$ cat src/sv/lpfr_pkg.sv
// ----------------------------------------------------------------------------
// lpfr_pkg
// Types and constants shared by the length-prefixed frame receiver.
// ----------------------------------------------------------------------------
package lpfr_pkg;

  localparam int BYTE_W        = 8;
  localparam int HDR_W         = 32;   // width of the little-endian length field
  localparam int HDR_BYTES     = 4;    // header bytes before the payload
  localparam int FRAME_OVERHEAD = 6;   // header plus checksum trailer
  localparam int SUM_W         = 16;
  localparam int KIND_W        = 2;
  localparam int OFFSET_W      = 24;
  localparam int PLEN_W        = 25;
  localparam int DEF_ADDR_BITS = 24;

  typedef enum logic [1:0] {
    PH_HEADER  = 2'd0,
    PH_PAYLOAD = 2'd1,
    PH_CK_LO   = 2'd2,
    PH_CK_HI   = 2'd3
  } phase_t;

  typedef enum logic [KIND_W-1:0] {
    KIND_PAYLOAD  = 2'd0,
    KIND_GOOD     = 2'd1,
    KIND_CK_FAIL  = 2'd2,
    KIND_BAD_LEN  = 2'd3
  } kind_t;

  typedef struct packed {
    kind_t                 kind;
    logic [BYTE_W-1:0]     data_byte;
    logic [OFFSET_W-1:0]   offset;
    logic [PLEN_W-1:0]     payload_length;
    logic                  frame_end;
  } res_t;

endpackage

$ cat src/sv/length_prefixed_frame_receiver_unit.sv
// ----------------------------------------------------------------------------
// length_prefixed_frame_receiver_unit
// Deframes a length-prefixed download frame with a 16-bit additive checksum.
// ----------------------------------------------------------------------------
//
//   Channel  Direction  Handshake             Payload
//   in_      input      in_valid / in_ready   in_rx_byte
//   out_     output     out_valid / out_ready out_kind, out_data_byte,
//                                             out_offset, out_payload_length,
//                                             out_frame_end
//
// Every accepted byte is processed in the cycle it is accepted, so the block
// takes one item per clock while in_ready is high. A result is registered
// into the output register, or into a second result register behind it that
// absorbs one result while the output is stalled, so the input only
// stalls once both are full. Reset (rst_n low, synchronous) returns the block
// to the header phase with empty result registers.
//
module length_prefixed_frame_receiver_unit
  import lpfr_pkg::*;
#(
  parameter int ADDR_BITS = DEF_ADDR_BITS
) (
  input  logic                  clk,
  input  logic                  rst_n,
  input  logic                  in_valid,
  output logic                  in_ready,
  input  logic [BYTE_W-1:0]     in_rx_byte,
  output logic                  out_valid,
  input  logic                  out_ready,
  output logic [KIND_W-1:0]     out_kind,
  output logic [BYTE_W-1:0]     out_data_byte,
  output logic [OFFSET_W-1:0]   out_offset,
  output logic [PLEN_W-1:0]     out_payload_length,
  output logic                  out_frame_end
);

  // The payload count can reach 2**ADDR_BITS itself, so it needs one more bit.
  localparam int CNT_W = ADDR_BITS + 1;
  // Largest payload that still fits the address range.
  localparam logic [HDR_W:0] LIMIT = (HDR_W+1)'(1) << ADDR_BITS;

  // Frame state.
  phase_t              phase_r, phase_nxt;
  logic [HDR_W-1:0]    hdr_r, hdr_nxt;
  logic [CNT_W-1:0]    cnt_r, cnt_nxt;
  logic [CNT_W-1:0]    pt_r, pt_nxt;
  logic [SUM_W-1:0]    sum_r, sum_nxt;
  logic [BYTE_W-1:0]   ck_lo_r, ck_lo_nxt;

  // Result registers: the output stage and the skid stage behind it.
  res_t                out_r, skid_r;
  logic                out_valid_r, skid_valid_r;

  res_t                res;
  logic                res_valid;

  logic                in_fire;
  logic                load_out;
  logic [HDR_W-1:0]    hdr_shift;
  logic [HDR_W:0]      len_m6;
  logic                len_bad;
  logic                hdr_last;
  logic [CNT_W-1:0]    cnt_inc;
  logic [SUM_W-1:0]    ck_word;

  assign in_ready = !skid_valid_r;
  assign in_fire  = in_valid && in_ready;
  assign load_out = !out_valid_r || out_ready;

  // Length bytes arrive least significant first, so they shift in from the top.
  assign hdr_shift = {in_rx_byte, hdr_r[HDR_W-1:BYTE_W]};
  assign len_m6    = {1'b0, hdr_shift} - (HDR_W+1)'(FRAME_OVERHEAD);
  assign len_bad   = (hdr_shift < HDR_W'(FRAME_OVERHEAD)) || (len_m6 > LIMIT);
  assign hdr_last  = (cnt_r == CNT_W'(HDR_BYTES - 1));
  assign cnt_inc   = cnt_r + CNT_W'(1);
  assign ck_word   = {in_rx_byte, ck_lo_r};

  // Next phase.
  always_comb begin
    phase_nxt = phase_r;
    if (in_fire) begin
      unique case (phase_r)
        PH_HEADER: begin
          if (hdr_last) begin
            if (len_bad) begin
              phase_nxt = PH_HEADER;
            end else if (len_m6 == '0) begin
              phase_nxt = PH_CK_LO;
            end else begin
              phase_nxt = PH_PAYLOAD;
            end
          end
        end
        PH_PAYLOAD: begin
          if (cnt_inc >= pt_r) begin
            phase_nxt = PH_CK_LO;
          end
        end
        PH_CK_LO: phase_nxt = PH_CK_HI;
        PH_CK_HI: phase_nxt = PH_HEADER;
        default:  phase_nxt = PH_HEADER;
      endcase
    end
  end

  // Datapath updates and the result of the accepted byte.
  always_comb begin
    hdr_nxt   = hdr_r;
    cnt_nxt   = cnt_r;
    pt_nxt    = pt_r;
    sum_nxt   = sum_r;
    ck_lo_nxt = ck_lo_r;
    res       = '0;
    res_valid = 1'b0;
    if (in_fire) begin
      unique case (phase_r)
        PH_HEADER: begin
          hdr_nxt = hdr_shift;
          cnt_nxt = cnt_inc;
          if (hdr_last) begin
            hdr_nxt = '0;
            cnt_nxt = '0;
            sum_nxt = '0;
            if (len_bad) begin
              pt_nxt        = '0;
              res.kind      = KIND_BAD_LEN;
              res.frame_end = 1'b1;
              res_valid     = 1'b1;
            end else begin
              pt_nxt = CNT_W'(len_m6);
            end
          end
        end
        PH_PAYLOAD: begin
          res.kind      = KIND_PAYLOAD;
          res.data_byte = in_rx_byte;
          res.offset    = OFFSET_W'(cnt_r);
          res_valid     = 1'b1;
          sum_nxt       = sum_r + SUM_W'(in_rx_byte);
          cnt_nxt       = cnt_inc;
        end
        PH_CK_LO: begin
          ck_lo_nxt = in_rx_byte;
        end
        PH_CK_HI: begin
          res.kind           = (ck_word == sum_r) ? KIND_GOOD : KIND_CK_FAIL;
          res.payload_length = PLEN_W'(pt_r);
          res.frame_end      = 1'b1;
          res_valid          = 1'b1;
          hdr_nxt            = '0;
          cnt_nxt            = '0;
          sum_nxt            = '0;
          ck_lo_nxt          = '0;
        end
        default: begin
          hdr_nxt = '0;
        end
      endcase
    end
  end

  always_ff @(posedge clk) begin
    if (!rst_n) begin
      phase_r <= PH_HEADER;
      hdr_r   <= '0;
      cnt_r   <= '0;
      pt_r    <= '0;
      sum_r   <= '0;
      ck_lo_r <= '0;
    end else begin
      phase_r <= phase_nxt;
      hdr_r   <= hdr_nxt;
      cnt_r   <= cnt_nxt;
      pt_r    <= pt_nxt;
      sum_r   <= sum_nxt;
      ck_lo_r <= ck_lo_nxt;
    end
  end

  // Result registers. The skid stage only fills while the output is stalled,
  // and it always drains into the output stage first to keep results in order.
  always_ff @(posedge clk) begin
    if (!rst_n) begin
      out_valid_r  <= 1'b0;
      skid_valid_r <= 1'b0;
    end else if (load_out) begin
      if (skid_valid_r) begin
        out_valid_r  <= 1'b1;
        skid_valid_r <= res_valid;
      end else begin
        out_valid_r  <= res_valid;
      end
    end else if (res_valid) begin
      skid_valid_r <= 1'b1;
    end
  end

  always_ff @(posedge clk) begin
    if (load_out) begin
      if (skid_valid_r) begin
        out_r <= skid_r;
        if (res_valid) begin
          skid_r <= res;
        end
      end else if (res_valid) begin
        out_r <= res;
      end
    end else if (res_valid) begin
      skid_r <= res;
    end
  end

  assign out_valid          = out_valid_r;
  assign out_kind           = out_r.kind;
  assign out_data_byte      = out_r.data_byte;
  assign out_offset         = out_r.offset;
  assign out_payload_length = out_r.payload_length;
  assign out_frame_end      = out_r.frame_end;

  // The skid stage is never occupied while the output stage is empty.
  assert property (@(posedge clk) disable iff (!rst_n)
    skid_valid_r |-> out_valid_r)
    else $error("skid stage holds a result while the output stage is empty");

  // While in the payload phase there is always at least one byte left.
  assert property (@(posedge clk) disable iff (!rst_n)
    (phase_r == PH_PAYLOAD) |-> ((pt_r != '0) && (cnt_r < pt_r)))
    else $error("payload phase entered with no payload bytes left");

  // The checksum high byte always closes the frame.
  assert property (@(posedge clk) disable iff (!rst_n)
    (in_fire && (phase_r == PH_CK_HI)) |=> (phase_r == PH_HEADER))
    else $error("block did not return to the header phase after the checksum");

  // A payload byte result never closes a frame.
  assert property (@(posedge clk) disable iff (!rst_n)
    (out_valid_r && (out_r.kind == KIND_PAYLOAD)) |-> !out_r.frame_end)
    else $error("payload byte result marked as frame end");

endmodule
$ cat config.mk
export PLATFORM = sky130hd
export DESIGN_NAME = length_prefixed_frame_receiver_unit
export DESIGN_NICKNAME = d
export VERILOG_FILES = /design/src/sv/lpfr_pkg.sv /design/src/sv/length_prefixed_frame_receiver_unit.sv
export SDC_FILE = /design/constraint.sdc
export NUM_CORES = 1
export LEC_CHECK = 0
export BUFFER_PORTS_ARGS = -buffer_cell sky130_fd_sc_hd__buf_2
export CORE_MARGIN = 4
export CORE_UTILIZATION = 24
export CTS_CLUSTER_DIAMETER = 40
export DETAILED_ROUTE_END_ITERATION = 8
export PLACE_DENSITY_LB_ADDON = 0.1
export SETUP_SLACK_MARGIN = 0.3
export SLEW_MARGIN = 20
export SYNTH_ARGS = -nofsm -noshare
export SYNTH_HDL_FRONTEND = slang
export SYNTH_SLANG_ARGS = --single-unit
$ cat constraint.sdc
create_clock -name clk -period 10.4 [get_ports clk]
set_input_delay 1.04 -clock clk [delete_from_list [all_inputs] [get_ports clk]]
set_output_delay 1.04 -clock clk [all_outputs]
set_load 0.1 [all_outputs]
* Yosys cells after proc, flatten, opt, wreduce, memory -nomap -nowiden
Cells that the tools add are included.
Storage, ports and cells: bits in registers 230, output and inout bits 62, bits of input ports 12
Cells by class: reductions and logical operators 20, equal/unequal tests 8, $add $sub $neg 3, $lt $le $gt $ge 3, multiplexer cells 34
Operators by type and width (number):
- 60-bit two-way mux | 6
- 25-bit two-way mux | 3
- 25-bit one-hot mux with 3 select lines | 1
- 32-bit two-way mux | 2
- 32-bit one-hot mux with 2 select lines | 1
- 16-bit one-hot mux with 3 select lines | 1
- 33-bit by 25-bit greater-than comparator with 1-bit output (second input constant) | 1
- 33-bit logical NOT | 1
- 32-bit by 3-bit subtractor with 33-bit output (second input constant) | 1
- 32-bit by 3-bit less-than comparator with 1-bit output (second input constant) | 1
- 25-bit by 1-bit adder with 25-bit output (second input constant) | 1
- 25-bit by 2-bit == test with 1-bit output (second input constant) | 1
- 25-bit >= comparator | 1
- 16-bit by 8-bit adder with 16-bit output | 1
- 16-bit == test | 1
- 16-bit two-way mux | 1
- 8-bit one-hot mux with 2 select lines | 1
- 2-bit two-way mux | 7
- 3-bit AND reduction | 3
- 2-bit one-hot mux with 4 select lines | 1
- 2-bit AND reduction | 4
- 2-bit nonzero test | 4
- 1-bit two-way mux | 7
- 2-bit != test (second input constant) | 3
- 10 further kinds | 14

* Longest topological paths before layout
depth after elaboration 10, gate-level depth with buffers 16, gate-level depth less buffers 16

* Worst setup path before layout
Ideal clock, no wire load.
path type input -> register, start point in in_rx_byte[0], end point reg out_r, in the netlist out_data_byte[0], enable pin, stages on the path 9, setup slack 2.645 ns, setup time 0.575 ns, buffers on the path 1, data arrival time 7.180 ns, cells stage by stage clkbuf_1 -> nor3_1 -> nand4_1 -> a311o_1 -> a211oi_1 -> nor4_1 -> o21ai_1 -> nand2_1 -> a221oi_1
Between the ends: cells in the longest elaborated chain, start to end 9, elaborated cells between the ends (all ways) 10, those cells by class add/sub (1); order compare (2); mux (4); reduce/logical (3)
Ends and longest elaborated chain:
- start: declaration | line length_prefixed_frame_receiver_unit.sv:28 | input logic [BYTE_W-1:0] in_rx_byte,
- 32-bit by 3-bit subtractor with 33-bit output | line length_prefixed_frame_receiver_unit.sv:73 | assign len_m6 = {1'b0, hdr_shift} - (HDR_W+1)'(FRAME_OVERHEAD);
- 33-bit by 25-bit greater-than comparator with 1-bit output | line length_prefixed_frame_receiver_unit.sv:74 | assign len_bad = (hdr_shift < HDR_W'(FRAME_OVERHEAD)) || (len_m6 > LIMIT);
- 1-bit logical OR * | line length_prefixed_frame_receiver_unit.sv:74
- 1-bit two-way mux * | line length_prefixed_frame_receiver_unit.sv:125 | if (len_bad) begin
- 1-bit two-way mux * | line length_prefixed_frame_receiver_unit.sv:121 | if (hdr_last) begin
- 1-bit one-hot mux with 2 select lines * | line length_prefixed_frame_receiver_unit.sv:117 | unique case (phase_r)
- 1-bit two-way mux * | line length_prefixed_frame_receiver_unit.sv:116 | if (in_fire) begin
- 2-bit nonzero test (no source line) *
- 2-bit AND reduction (no source line) *
- end signal: assignment | line length_prefixed_frame_receiver_unit.sv:202 | out_r <= skid_r;
- end signal: assignment | line length_prefixed_frame_receiver_unit.sv:207 | out_r <= res;
- end: declaration | line length_prefixed_frame_receiver_unit.sv:52 | res_t out_r, skid_r;
Every way passes the cells marked *; elsewhere a longest branch is shown, timed or not. A chain may end at the register's enable or synchronous reset.

==> impl_metrics.env <==
export IMPL_status="finished, final reports clean"
export IMPL_grt_overflow=0
export IMPL_grt_pass1_wl_mm=49.8
export IMPL_drc=0
export IMPL_initial_utilization_pct=24.3
export IMPL_setup_viol=0
export IMPL_pre_cts_ws_ps=5280
export IMPL_cts_buffers=52
export IMPL_fill_cells=4813
export IMPL_maxCapViolations=0
export IMPL_p_sw_mw=0.889
export IMPL_detail_route_vias_per_cell=4.53
export IMPL_min_delay_start="pt_r[3]"
export IMPL_finalCoreUtilization_pct=30.3
export IMPL_cts_tree="yes"
export IMPL_drtIter0Drc=400
export IMPL_power_frac_comb_pct=14.4
export IMPL_fin_ws_ps=5700
export IMPL_finalSetupTns_ps=0
export IMPL_grt_antenna_before_repair=0
export IMPL_start_kind="register"
export IMPL_track_usage_pct=12.6
export IMPL_hold_end="pt_r[3]"
export IMPL_drtAntennaViolNets=0
export IMPL_hp_class="reg2reg"
export IMPL_ys_ff_latch=222
export IMPL_synthMuxAreaShare_pct=0.0905
export IMPL_path_max_fanout=48
export IMPL_p_per_area_mw_per_mm2=219
export IMPL_dp_hpwl_mm=21.6
export IMPL_path_class="reg2reg"
export IMPL_cts_resized=0
export IMPL_design_area_mm2=0.0138
export IMPL_max_clock_path_buffers=3
export IMPL_synthAdderAreaFrac_pct=4.59
export IMPL_row_count=78
export IMPL_synth_edff_count=120
export IMPL_pwr_share_seq_pct=32.7
export IMPL_whs_path_depth=2
export IMPL_end_kind="register"
export IMPL_rr_worst_depth=10
export IMPL_synth_top_family_by_area="simple AND/OR/NAND/NOR gates"
export IMPL_numPortBuffers=73
export IMPL_p_leak_nw=5.55
export IMPL_antenna_cells=0
export IMPL_grt_max_degree=96
export IMPL_die_h_um=223
export IMPL_htreeDepth=2
export IMPL_min_period_ps=4700
export IMPL_multiInputGateArea_mm2=0.00503
export IMPL_clock_root_buffer="clkbuf_16"
export IMPL_final_layout_size_suffix_gt1_share_pct=16.9
export IMPL_grt_pass1_vias=8238
export IMPL_clock_sinks=222
export IMPL_synth_yosys_seq_area_share_pct=51.0
export IMPL_finalHoldViolCount=0
export IMPL_synth_area_top_cells="edfxtp_1, dfxtp_1, ha_1"
export IMPL_synth_top_cell_by_area="edfxtp_1"
export IMPL_post_drt_wl_per_cell_um=17.9
export IMPL_nets=1181
export IMPL_worstReg2RegStart="hdr_r[9]"
export IMPL_clk_pin_slew_ps=50
export IMPL_required_ps=10590
export IMPL_syn_nets=1110
export IMPL_ir_drop_uv=120
export IMPL_dieArea_mm2=0.0496
export IMPL_vias=8039
export IMPL_rr_endpoint="skid_r[3]"
export IMPL_pwr_share_clk_pct=52.9
export IMPL_rsz0062_at_grt="false"
export IMPL_synth_top_area_share_pct=32.6
export IMPL_drtPass1Iterations=4
export IMPL_areaGrowthSynthToFinish_pct=24.4
export IMPL_core_area_mm2=0.0455
export IMPL_finalCritPeriodShare_pct=45.2
export IMPL_switching_share_pct=29.5
export IMPL_synth_xor_area_share_pct=5.86
export IMPL_seqCellArea_mm2=0.00565
export IMPL_ys_warn_count=0
export IMPL_slew_headroom_pct=23.9
export IMPL_cts_hold_buffers_added=0
export IMPL_fp_dieW_um=223
export IMPL_synth_cell_types=72
export IMPL_globalplace_congestion=0.772
export IMPL_synthArstFlopShare_pct=0
export IMPL_yosys_area_share_simple_pct=19.4
export IMPL_reg2reg_setup_slack_ps=5700
export IMPL_p_int_mw=2.12
export IMPL_placed_cells=1675
export IMPL_placed_cell_area_mm2=0.0120
export IMPL_ioPinCount=74
export IMPL_cp_arrival_ps=4900
export IMPL_tightestPinTransition_ps=1140
export IMPL_synth_compound_area_share_pct=15.1
export IMPL_synth_ff_type="edfxtp_1"
export IMPL_mappedNetlistArea_mm2=0.0111
export IMPL_clock_skew_ps=18.3
export IMPL_fin_cells=1773
export IMPL_slew_viol_final=0
export IMPL_syn_inst=1058
export IMPL_fmax_ghz=0.213
export IMPL_wirelength_mm=31.7
export IMPL_postCtsSetupRepairBufs=0
export IMPL_clk_latency_ps=570
export IMPL_syn_avg_cell_area_um2=10.5
## worst max-delay path, cell delays in order, from the launching register on
cell      delay [ps]
dfxtp_1          390
ha_1             430
nor4_1           350
nand3_1          280
or2_2            420
a31oi_1          230
nor4b_1          110
o21ai_1          280
nand2_1          310
a211oi_4         800
buf_4            640
## synthesized netlist by cell type, types with 5 or more instances
| master | count |
|---|---|
| nand4_1 | 18 |
| ha_1 | 39 |
| o21ai_0 | 20 |
| nand2_1 | 65 |
| nor4_1 | 17 |
| a21boi_0 | 34 |
| and3_1 | 44 |
| nor2_1 | 34 |
| xnor2_1 | 43 |
| nor3_1 | 48 |
| a21oi_1 | 28 |
| a21o_1 | 64 |
| or3_1 | 5 |
| nor3b_1 | 10 |
| a22oi_2 | 10 |
| nor2b_1 | 60 |
| xor2_1 | 31 |
| dfxtp_1 | 102 |
| nand2b_1 | 7 |
| edfxtp_1 | 120 |
| nand3_1 | 47 |
| a22oi_1 | 31 |
| a211oi_1 | 5 |
| inv_1 | 36 |
| clkbuf_1 | 61 |
## layout by cell type, fill, tap and decap left out, types with 39 or more instances in the layout
master and instances:
ha_1 39, dfxtp_1 101, edfxtp_1 120, xnor2_1 43, nor3_1 48, clkbuf_16 54
nand3_1 47, a21o_1 64, buf_2 73, and3_1 44, nand2_1 65, nor2b_1 59
## sequential cells by signal, indices dropped and copies added, names as in the netlist
signal,count
ck_lo_r,8
cnt_r,25
hdr_r,24
out_data_byte,8
out_frame_end,1
out_kind,2
out_offset,24
out_payload_length,25
out_valid,1
phase_r,2
pt_r,25
skid_r,60
skid_valid_r,1
sum_r,16
## power by group through the flow
stage / Combinational (mW) / Sequential, mW / Clock [mW]
final: 0.434 / 0.984 / 1.59
after global routing: 0.468 / 0.987 / 1.69
after CTS: 0.442 / 0.985 / 1.64
after detailed placement: 0.441 / 1.00 / 0
after global placement: 0.441 / 1.00 / 0
after floorplan: 0.195 / 1.14 / 0
## worst max-delay path by stage
stage	slack, ps	to	startpoint
5_1_grt	5240	skid_r[3]	hdr_r[9]
2_1_floorplan	2650	out_data_byte[0]	in_rx_byte[0]
4_1_cts	5600	skid_r[3]	hdr_r[9]
3_5_place_dp	5280	skid_r[3]	in_rx_byte[0]
6_report	5700	skid_r[3]	hdr_r[9]
3_3_place_gp	5350	skid_r[7]	in_rx_byte[0]
## metrics by stage
step / total power, mW / hold slack (ps)
final: 3.01 / 450
after global routing: 3.14 / 494
after floorplan: 1.33 / 431
after global placement: 1.44 / 445
after detailed placement: 1.44 / 448
after CTS: 3.07 / 452
## logic make-up (layout without fill, tap and decap cells)
logic type,count (synthesis),after routing
AOI/OAI and AO/OA,228,228
xor gates and xnor gates,74,74
adders and majority gates,40,40
buffers and inverters,107,222
DFF,222,222
muxes,1,1
and+or+nand+nor,386,386
## metal layers
layer / share of wire [%] / GRT usage (%) / up-vias
met4: 1.9 / 3.70 / 0
li1: - / - / 4034
met1: 46 / 16.4 / 3826
met2: 47 / 20.7 / 137
met5: 0 / 0 / -
met3: 4.4 / 3.32 / 42
## area by class of cell
type | instances | share of cell area, %
inverter | 37 | 1.01
clock buffer | 67 | 10.4
timing repair buffer | 87 | 3.42
multi-input combinational | 729 | 36.5
sequential | 222 | 41.0
clock inverter | 31 | 2.15
tap | 600 | 5.46
(Power assumes the default switching activity.)
